[config.mk]
export PLATFORM = sky130hd
export DESIGN_NAME = pipr_queue
export DESIGN_NICKNAME = d
export VERILOG_FILES = /design/src/hw/rtl/point_in_polygon_ray_cast_top_macros.svh /design/src/hw/rtl/pipr_queue.sv
export SDC_FILE = /design/constraint.sdc
export NUM_CORES = 1
export LEC_CHECK = 0
export BUFFER_PORTS_ARGS = -buffer_cell sky130_fd_sc_hd__buf_4
export CORE_MARGIN = 2
export CORE_UTILIZATION = 59
export DETAILED_ROUTE_END_ITERATION = 12
export HOLD_SLACK_MARGIN = 0.08
export PLACE_DENSITY = 0.82
export SETUP_SLACK_MARGIN = 0.02
export SLEW_MARGIN = 20
export SYNTH_ARGS = -nofsm -noshare
export SYNTH_HDL_FRONTEND = slang
export SYNTH_SLANG_ARGS = --single-unit
export TNS_END_PERCENT = 5
[constraint.sdc]
create_clock -name clk -period 6.16 [get_ports clk]
set_input_delay 1.232 -clock clk [delete_from_list [all_inputs] [get_ports clk]]
set_output_delay 1.232 -clock clk [all_outputs]
set_load 0.05 [all_outputs]
[src/hw/rtl/point_in_polygon_ray_cast_top_macros.svh]
// ----------------------------------------------------------------------------
// point-in-polygon assertion macros
// concurrent check wrappers, empty in synthesis
// ----------------------------------------------------------------------------
`ifndef POINT_IN_POLYGON_RAY_CAST_TOP_MACROS_SVH
`define POINT_IN_POLYGON_RAY_CAST_TOP_MACROS_SVH

`ifndef SYNTHESIS
`define PIPR_ASSERT_IMP(lbl, ante, cons, msg) \
	lbl: assert property (@(posedge clk) disable iff (!arst_n) (ante) |-> (cons)) \
		else $error(msg);
`define PIPR_ASSERT_NEXT(lbl, ante, cons, msg) \
	lbl: assert property (@(posedge clk) disable iff (!arst_n) (ante) |=> (cons)) \
		else $error(msg);
`else
`define PIPR_ASSERT_IMP(lbl, ante, cons, msg)
`define PIPR_ASSERT_NEXT(lbl, ante, cons, msg)
`endif

`endif

[src/hw/rtl/pipr_queue.sv]
// ----------------------------------------------------------------------------
// pipr_queue
// small register fifo between front and back end
// ----------------------------------------------------------------------------
module pipr_queue #(
	parameter int WIDTH = 8,
	parameter int DEPTH = 4
) (
	input  logic             clk,
	input  logic             arst_n,
	input  logic             push,
	input  logic [WIDTH-1:0] push_data,
	output logic             full,
	input  logic             pop,
	output logic [WIDTH-1:0] pop_data,
	output logic             empty
);
	localparam int AW = (DEPTH > 1) ? $clog2(DEPTH) : 1;
	localparam int CW = $clog2(DEPTH + 1);

	logic [WIDTH-1:0] mem_q [DEPTH];
	logic [AW-1:0]    wr_ptr_q;
	logic [AW-1:0]    rd_ptr_q;
	logic [CW-1:0]    count_q;
	logic             do_push;
	logic             do_pop;

	assign full     = (count_q == CW'(DEPTH));
	assign empty    = (count_q == '0);
	assign do_push  = push && !full;
	assign do_pop   = pop && !empty;
	assign pop_data = mem_q[rd_ptr_q];

	always_ff @(posedge clk) begin
		if (do_push) begin
			mem_q[wr_ptr_q] <= push_data;
		end
	end

	always_ff @(posedge clk or negedge arst_n) begin
		if (!arst_n) begin
			wr_ptr_q <= '0;
			rd_ptr_q <= '0;
			count_q  <= '0;
		end else begin
			if (do_push) begin
				wr_ptr_q <= (wr_ptr_q == AW'(DEPTH - 1)) ? '0 : wr_ptr_q + 1'b1;
			end
			if (do_pop) begin
				rd_ptr_q <= (rd_ptr_q == AW'(DEPTH - 1)) ? '0 : rd_ptr_q + 1'b1;
			end
			case ({do_push, do_pop})
				2'b10:   count_q <= count_q + 1'b1;
				2'b01:   count_q <= count_q - 1'b1;
				default: count_q <= count_q;
			endcase
		end
	end

endmodule

==> impl_metrics.toml <==
[synth]
yosys.area_share.xor_xnor_pct = 1.63
syn_area_sq_mm = 0.00161
post-synth-top-area-fraction_pct = 59.6
post_synth_fa_ha_maj_area_fraction_pct = 5.90
mapped_cells = 83
yosys.area_share.simple_pct = 4.50
synth_top_family_by_area = "multiplexers"
cells_taking_the_most_area_after_synthesis = "edfxtp_1 (60%), mux4_2 (11%), dfrtp_1 (11%)"
synth_compound_area_share_pct = 0
synth_cell_types = 19
postSynthNetCount = 102
ys_seq_elements = 39
post_synth_mux_area_share_pct = 15.1
synth_area_leader_cell = "edfxtp_1"
yosysSeqAreaShare_pct = 70.5
synthesis.area_per_instance_sq_um = 19.4
yosysWarningCount = 0

[layout]
antenna_cells_inserted = 0
layout_filler_cell_count = 166
final_layout_size_suffix_gt1_share_pct = 41.8
finish.net_count = 128
syn_to_final_growth_pct = 16.3
layoutNonFillerInstCount = 140
layout_common_cells = "edfxtp_1 (32), buf_4 (21), inv_1 (8), mux4_2 (8), dfrtp_1 (7)"
mostFrequentLayoutCell = "edfxtp_1"

[global_routing]
grt_use_total_pct = 20.1
grt_first_pass_wirelength_um = 4540
global_route.overflow_total = 0
via_count_of_the_first_global_routing_pass = 875
pin_count_of_the_biggest_net_entering_global_routing = 13
antenna_found_initial = 0

[sta]
layout_setup_ws_ns = 3.05
hold_viol = 0
unrepaired_setup_endpoints_after_global_routing = "no"
relSlewSlack_pct = 60.3
timing.final.setup_violations = 0
tightestPinTransition_ns = 0.595
fin_worst_skew_ns = 0.00363
finalMaxSlewViolations = 0
holdWs_ns = 0.521
timing.final.crit_period_ns = 3.11
fmaxAchievable_mhz = 321
final_layout_setup_total_negative_slack_ns = 0
period_share_pct = 50.5

[setup_path]
worst_setup_path_end_kind = "primary output"
critical_path_peak_fanout = 11
r2r_start = "count_q[0]$_DFFE_PN0P_"
criticalPathCategory = "reg2out"
critical_path_arrival_ns = 1.88
worstReg2RegEnd = "count_q[2]$_DFFE_PN0P_"
critPathMaxStageDelay_ns = 0.74
r2r.worst_path.cells = 9
cp-start-kind = "flip-flop"
critical_path.cell_chain = "mux4_2, buf_4"
worst_path_max_delay_cell = "dfrtp_1"
ff2ff_setup_slack_ns = 3.92
critical_path_required_ns = 4.93

[worst_hold_path]
min-delay-start = "count_q[2]$_DFFE_PN0P_"
hold_end = "count_q[2]$_DFFE_PN0P_"
number_of_instances_on_the_worst_hold_path = 1
holdCritPathClass = "reg2reg"

[floorplanning]
std_cell_rows = 18
floorplan.core_area_sq_mm = 0.00252
fp.dieH_um = 56.3
floorplan.die.width_um = 56.3
boundaryPins = 22
initial_utilization_pct = 63.9
die_area_sq_mm = 0.00317

[placement]
post_placement_worst_setup_slack_ns = 3.41
dp_hpwl_um = 1820
place_congestion = 0.673
place.detailed.instances = 132
port_buffers = 21

[clocking]
clock_sinks = 39
cts_clock_pin_slew_for_the_worst_setup_and_hold_paths_ns = 0.11
cts_tree = "yes"
cts.repair_timing.setup_buffer_count = 0
max-clock-path-buffers = 2
cts_repair_resize_count = 0
hold_buffers = 0
tritoncts.num_buffers = 5
clock_tree.htree_level_count = 2
ctsRootBufferMaster = "clkbuf_4"
worst_skew_pair_latency_ns = 0.35

[power]
power-per-cell-area_mw_per_mm2 = 538
power.leakage_nw = 0.748
ir_drop_mv = 0.491
report.power.total_w = 0.00101

[run_status]
outcome = "complete, no violations"

[route]
routedWlPerCell_um = 19.0
dr.first_iter.drc_count = 11
number_of_drc_violations_after_detailed_routing = 0
first_pass_iters = 4
avgViaCountPerCell = 5.61
final_antenna_net_count = 0
routed-via-count = 786
wl_um = 2660

[job]
max_cap_violations = 0
[registers in the layout, summed over array words and instances (netlist names)]
signal,count
mem_q,32
count_q,3
rd_ptr_q,2
wr_ptr_q,2
[metal layers]
layer	wire [um]	track usage, %	up-vias
met2	1440	33.1	17
met5	0	0	-
met3	122	7.60	6
met1	1060	24.3	400
met4	39	7.14	0
li1	-	-	363
[metrics by stage]
| stage | area (sq um) | utilization [%] |
|---|---|---|
| after global routing | 1870 | 74.3 |
| after floorplan | 1610 | - |
| after CTS | 1870 | 74.3 |
| after global placement | 1800 | 71.3 |
| after detailed placement | 1800 | 71.3 |
| final | 1870 | 74.3 |
[worst max-delay path, delay by kind of cell, from the launching register on]
kind / cells / cell delay [ns]
buf+inv: 1 / 0.21
flops: 1 / 0.74
mux: 1 / 0.59
[cells in the mapped netlist]
master,count
buf_1,1
fa_1,1
nand2b_1,1
mux2_4,2
xor2_1,2
or3b_4,1
dfrtp_1,7
mux2i_1,1
inv_1,8
mux4_2,8
and2_4,1
nor2_1,3
nor3_1,1
xnor2_1,1
mux2_2,2
and3_2,4
edfxtp_1,32
buf_2,1
ha_1,6
[area by class of cell]
type	instances	area (sq um)	area share (%)
clock buffer	5	37.5	2.00
clock inverter	3	38.8	2.07
inverter	8	30.0	1.60
multi-input combinational	34	437	23.3
sequential	39	1140	60.6
tap	30	37.5	2.00
timing repair buffer	21	158	8.41
[cells by family after synthesis]
| logic type | after synthesis |
|---|---|
| xor gates and xnor gates | 3 |
| adders and majority gates | 7 |
| buffers and inverters | 10 |
| DFF | 39 |
| muxes | 13 |
| and+or+nand+nor | 11 |
[where the power goes]
part           switching (W)  internal (W)
Combinational       0.000250      0.000176
Clock              0.0000820     0.0000834
Sequential         0.0000591      0.000357
Total               0.000391      0.000616
[worst max-delay path by stage]
stage,from,endpoint,slack [ns],depth (start not counted)
after floorplan,count_q[0]$_DFFE_PN0P_,empty,3.40,1
after global placement,rd_ptr_q[0]$_DFFE_PN0P_,pop_data[3],3.43,2
after detailed placement,rd_ptr_q[0]$_DFFE_PN0P_,pop_data[6],3.41,2
after CTS,rd_ptr_q[0]$_DFFE_PN0P_,pop_data[6],3.01,2
after global routing,rd_ptr_q[0]$_DFFE_PN0P_,pop_data[6],2.91,2
final,rd_ptr_q[0]$_DFFE_PN0P_,pop_data[6],3.05,2
No activity file was read; power rests on OpenSTA's default activity.
