File: config.mk
export PLATFORM = sky130hd
export DESIGN_NAME = pipr_front
export DESIGN_NICKNAME = d
export VERILOG_FILES = /design/src/hw/rtl/point_in_polygon_ray_cast_top_macros.svh /design/src/hw/rtl/pipr_pkg.sv /design/src/hw/rtl/pipr_front.sv
export SDC_FILE = /design/constraint.sdc
export NUM_CORES = 1
export LEC_CHECK = 0
export BUFFER_PORTS_ARGS = -buffer_cell sky130_fd_sc_hd__buf_2
export CORE_UTILIZATION = 51
export CTS_CLUSTER_SIZE = 24
export DETAILED_ROUTE_END_ITERATION = 6
export GPL_TIMING_DRIVEN = 0
export PLACE_DENSITY = 0.95
export SYNTH_ARGS = -nofsm -noshare
export SYNTH_HDL_FRONTEND = slang
export SYNTH_SLANG_ARGS = --single-unit
File: constraint.sdc
create_clock -name clk -period 9.85 [get_ports clk]
set_clock_uncertainty 0.2 [all_clocks]
set_input_delay 0.985 -clock clk [delete_from_list [all_inputs] [get_ports clk]]
set_output_delay 0.985 -clock clk [all_outputs]
set_load 0.01 [all_outputs]
File: src/hw/rtl/point_in_polygon_ray_cast_top_macros.svh
// ----------------------------------------------------------------------------
// point-in-polygon assertion macros
// concurrent check wrappers, empty in synthesis
// ----------------------------------------------------------------------------
`ifndef POINT_IN_POLYGON_RAY_CAST_TOP_MACROS_SVH
`define POINT_IN_POLYGON_RAY_CAST_TOP_MACROS_SVH

`ifndef SYNTHESIS
`define PIPR_ASSERT_IMP(lbl, ante, cons, msg) \
	lbl: assert property (@(posedge clk) disable iff (!arst_n) (ante) |-> (cons)) \
		else $error(msg);
`define PIPR_ASSERT_NEXT(lbl, ante, cons, msg) \
	lbl: assert property (@(posedge clk) disable iff (!arst_n) (ante) |=> (cons)) \
		else $error(msg);
`else
`define PIPR_ASSERT_IMP(lbl, ante, cons, msg)
`define PIPR_ASSERT_NEXT(lbl, ante, cons, msg)
`endif

`endif

File: src/hw/rtl/pipr_pkg.sv
// ----------------------------------------------------------------------------
// pipr_pkg
// shared types and constants of the point-in-polygon block
// ----------------------------------------------------------------------------
package pipr_pkg;

	localparam int MARGIN_W = 16;
	localparam logic [MARGIN_W-1:0] MARGIN_RESET = 16'd128;

	// item kind codes
	localparam logic KIND_POINT  = 1'b0;
	localparam logic KIND_VERTEX = 1'b1;

	// control part of one edge job
	typedef struct packed {
		logic start;   // first vertex of a polygon, parity restarts
		logic edge_a;  // edge from previous vertex to this one is live
		logic last;    // closing edge live, result emitted
	} pipr_ctl_t;

	// back-end status seen by the top level
	typedef struct packed {
		logic s2_valid;
		logic s2_last;
		logic advance;
	} pipr_bst_t;

endpackage

File: src/hw/rtl/pipr_front.sv
// ----------------------------------------------------------------------------
// pipr_front
// accepts points and vertices, tracks polygon context, issues edge jobs
// ----------------------------------------------------------------------------
module pipr_front #(
	parameter int W = 24
) (
	input  logic                clk,
	input  logic                arst_n,
	input  logic                in_valid,
	output logic                in_stall,
	input  logic                kind,
	input  logic [W-1:0]        coord_x,
	input  logic [W-1:0]        coord_y,
	input  logic                last_vertex,
	input  logic                q_full,
	output logic                q_push,
	output pipr_pkg::pipr_ctl_t job_ctl,
	output logic [W-1:0]        job_tx,
	output logic [W-1:0]        job_ty,
	output logic [W-1:0]        job_px,
	output logic [W-1:0]        job_py,
	output logic [W-1:0]        job_cx,
	output logic [W-1:0]        job_cy,
	output logic [W-1:0]        job_fx,
	output logic [W-1:0]        job_fy
);
	import pipr_pkg::*;

	logic [W-1:0] test_x_q;
	logic [W-1:0] test_y_q;
	logic [W-1:0] first_x_q;
	logic [W-1:0] first_y_q;
	logic [W-1:0] prev_x_q;
	logic [W-1:0] prev_y_q;
	logic         have_first_q;
	logic         accept;

	assign in_stall = q_full;
	assign accept   = in_valid && !q_full;
	assign q_push   = accept && (kind == KIND_VERTEX);

	always_comb begin
		job_ctl.start  = !have_first_q;
		job_ctl.edge_a = have_first_q;
		job_ctl.last   = last_vertex;
		job_tx = test_x_q;
		job_ty = test_y_q;
		job_px = prev_x_q;
		job_py = prev_y_q;
		job_cx = coord_x;
		job_cy = coord_y;
		// a one-vertex polygon closes onto itself
		job_fx = have_first_q ? first_x_q : coord_x;
		job_fy = have_first_q ? first_y_q : coord_y;
	end

	always_ff @(posedge clk or negedge arst_n) begin
		if (!arst_n) begin
			test_x_q     <= '0;
			test_y_q     <= '0;
			have_first_q <= 1'b0;
		end else if (accept) begin
			if (kind == KIND_POINT) begin
				test_x_q     <= coord_x;
				test_y_q     <= coord_y;
				have_first_q <= 1'b0;
			end else begin
				have_first_q <= !last_vertex;
			end
		end
	end

	always_ff @(posedge clk) begin
		if (q_push) begin
			prev_x_q <= coord_x;
			prev_y_q <= coord_y;
			if (!have_first_q) begin
				first_x_q <= coord_x;
				first_y_q <= coord_y;
			end
		end
	end

endmodule

==> impl_metrics.json <==
{
  "status": "complete, no violations",
  "fin_crit_ns": 3.206,
  "ys_ff_latch": 145,
  "hpwlAfterDp_um": 8812,
  "grt_max_degree": 59,
  "grt_first_pass_wirelength_um": 18440,
  "ctsResizeCount": 0,
  "crit_required_ns": 8.67,
  "num_antenna_cells": 0,
  "grt_overflow": 0,
  "insertion_delay_ns": 0.40,
  "wl_per_cell_um": 17.07,
  "cts_tree": "done",
  "endpoint_kind": "primary output",
  "critPathMaxFanout": 40,
  "drt_pass1_iterations": 4,
  "gr-usage-met2": 0.3644,
  "ant_nets": 0,
  "syn_nets": 362,
  "holdCritStartpoint": "job_tx[22]",
  "grt_pass1_vias": 3455,
  "post_cts_buffers": 0,
  "setup-violations-final": 0,
  "dp_slack_ns": 6.618,
  "nFillCells": 745,
  "cts_hold_buf": 0,
  "drt-vias-per-instance": 4.870,
  "final_cell_mix": "buf_2, edfxtp_1, mux2_2, buf_4, dfrtp_1",
  "synth_cell_types": 14,
  "min_period_over_period": 0.3255,
  "holdWs_ns": 0.3039,
  "rsz0062_at_grt": "false",
  "r2r_slack_ns": 7.99,
  "powerDensity_mw_per_mm2": 219.4,
  "final_common_cell": "buf_2",
  "worst_pin_slew_ns": 0.5744,
  "worst_slack_ns": 6.644,
  "cts_root_buffer": "clkbuf_16",
  "dieArea_mm2": 0.01178,
  "power.leakage_nw": 3.554,
  "drive_gt1_frac": 0.7449,
  "met3_usage": 0.05907,
  "htree_num_levels": 4,
  "ir_drop_mv": 0.1195,
  "die_h_um": 108.5,
  "regToRegStartpoint": "have_first_q",
  "timing.rr.end": "first_x_q[14]",
  "cts.path.max_buffers": 2,
  "clock-sinks": 145,
  "grtUsageMet1": 0.2592,
  "die_w_um": 108.5,
  "avgSynthCellArea_um2": 18.79,
  "routed_wl_um": 12500,
  "detailedRoute.firstIterationViolations": 128,
  "area_growth_pct": 37.56,
  "r2r_cells": 3,
  "drcViolationCount": 0,
  "core_area_mm2": 0.01094,
  "fp-row-count": 38,
  "path_class": "in -> out",
  "synth_area_mm2": 0.005787,
  "antenna_found_initial": 0,
  "start_util": 0.5292,
  "hold_viol_final": 0,
  "pin_count": 251,
  "yosysSeqAreaShare": 0.7101,
  "fin_util": 0.7279,
  "startpoint_type": "input port",
  "max_cap_viol_count": 0,
  "worstHoldPathType": "reg -> reg",
  "vias": 3565,
  "maxSlewHeadroom": 0.6171,
  "arrival_ns": 2.02,
  "setup_tns_ns": 0,
  "top_usage_layer": "met2",
  "startpoint": "q_full",
  "synth_warnings": 0,
  "design_area_mm2": 0.007960,
  "place_area_mm2": 0.007243,
  "hold_depth": 1,
  "syn_inst": 308,
  "min_to": "job_tx[22]",
  "fmax_ghz": 0.3119,
  "port_buffers": 250,
  "drv_slew": 0,
  "gp_congestion": 0.7300,
  "cts_buffers": 17,
  "clk_pin_slew_ns": 0.06,
  "gr-usage-all-layers": 0.2131,
  "nets": 633
}
## synth_stat cells
cell	n	share of area
and2_1	1	0.0011
buf_12	2	0.0069
buf_2	4	0.0035
buf_4	54	0.070
buf_6	1	0.0019
dfrtp_1	49	0.21
edfxtp_1	96	0.50
inv_1	1	0.00065
mux2_2	76	0.15
mux2_4	20	0.052
nor2b_1	1	0.0011
nor3b_2	1	0.0022
o21ai_0	1	0.00086
or4bb_1	1	0.0019
## logic make-up after synthesis
| group | after synthesis | synth area share |
|---|---|---|
| and+or+nand+nor | 4 | 0.006271 |
| AOI/OAI and AO/OA | 1 | 0.0008640 |
| DFF | 145 | 0.7101 |
| buffers and inverters | 62 | 0.08303 |
| muxes | 96 | 0.1998 |
## registers in the layout, indices dropped and copies added, names as in the netlist
register      flops
job_py           24
first_y_q        24
job_tx           24
have_first_q      1
job_ty           24
first_x_q        24
job_px           24
## how the worst max path moves through the flow
| stage | to | cells past startpoint | slack (ns) |
|---|---|---|---|
| 5_1_grt | q_push | 4 | 6.52 |
| 6_report | q_push | 4 | 6.64 |
| 4_1_cts | q_push | 4 | 6.63 |
| 2_1_floorplan | q_push | 2 | 5.24 |
| 3_5_place_dp | q_push | 4 | 6.62 |
| 3_3_place_gp | q_push | 4 | 3.78 |
## routing by layer
layer  part of all wire  up-vias
met1               0.39     1750
met2               0.52      174
li1                   -     1628
met4              0.010        0
met5                  0        -
met3              0.072       13
## per-stage QoR
stage / std cells / total power, mW
finish: 732 / 1.747
global route: 732 / 1.809
CTS: 731 / 1.763
detailed placement: 699 / 1.019
global placement: 698 / 1.006
floorplan: 308 / 0.8937
## critical path, stage by stage
cell     delay (ns)
buf_2          0.12
nor2b_1        0.13
and2_4         0.53
buf_2          0.24
## power by group
part / internal (mW) / switching [mW]
clock: 0.509 / 0.232
combinational: 0.137 / 0.131
sequential: 0.712 / 0.0256
total: 1.36 / 0.389
## layout make-up
| cell class | instances | area (um^2) | share of cell area |
|---|---|---|---|
| plain buffers | 61 | 476.7 | 0.05989 |
| clock buffers | 23 | 498.0 | 0.06256 |
| clock inverters | 9 | 198.9 | 0.02499 |
| inverters | 1 | 3.754 | 0.0004716 |
| multi-input cells | 101 | 1200 | 0.1507 |
| flip-flops and latches | 145 | 4109 | 0.5162 |
| well taps | 140 | 175.2 | 0.02201 |
| repair buffers | 252 | 1299 | 0.1632 |
Power figures use the tool's default switching activity.
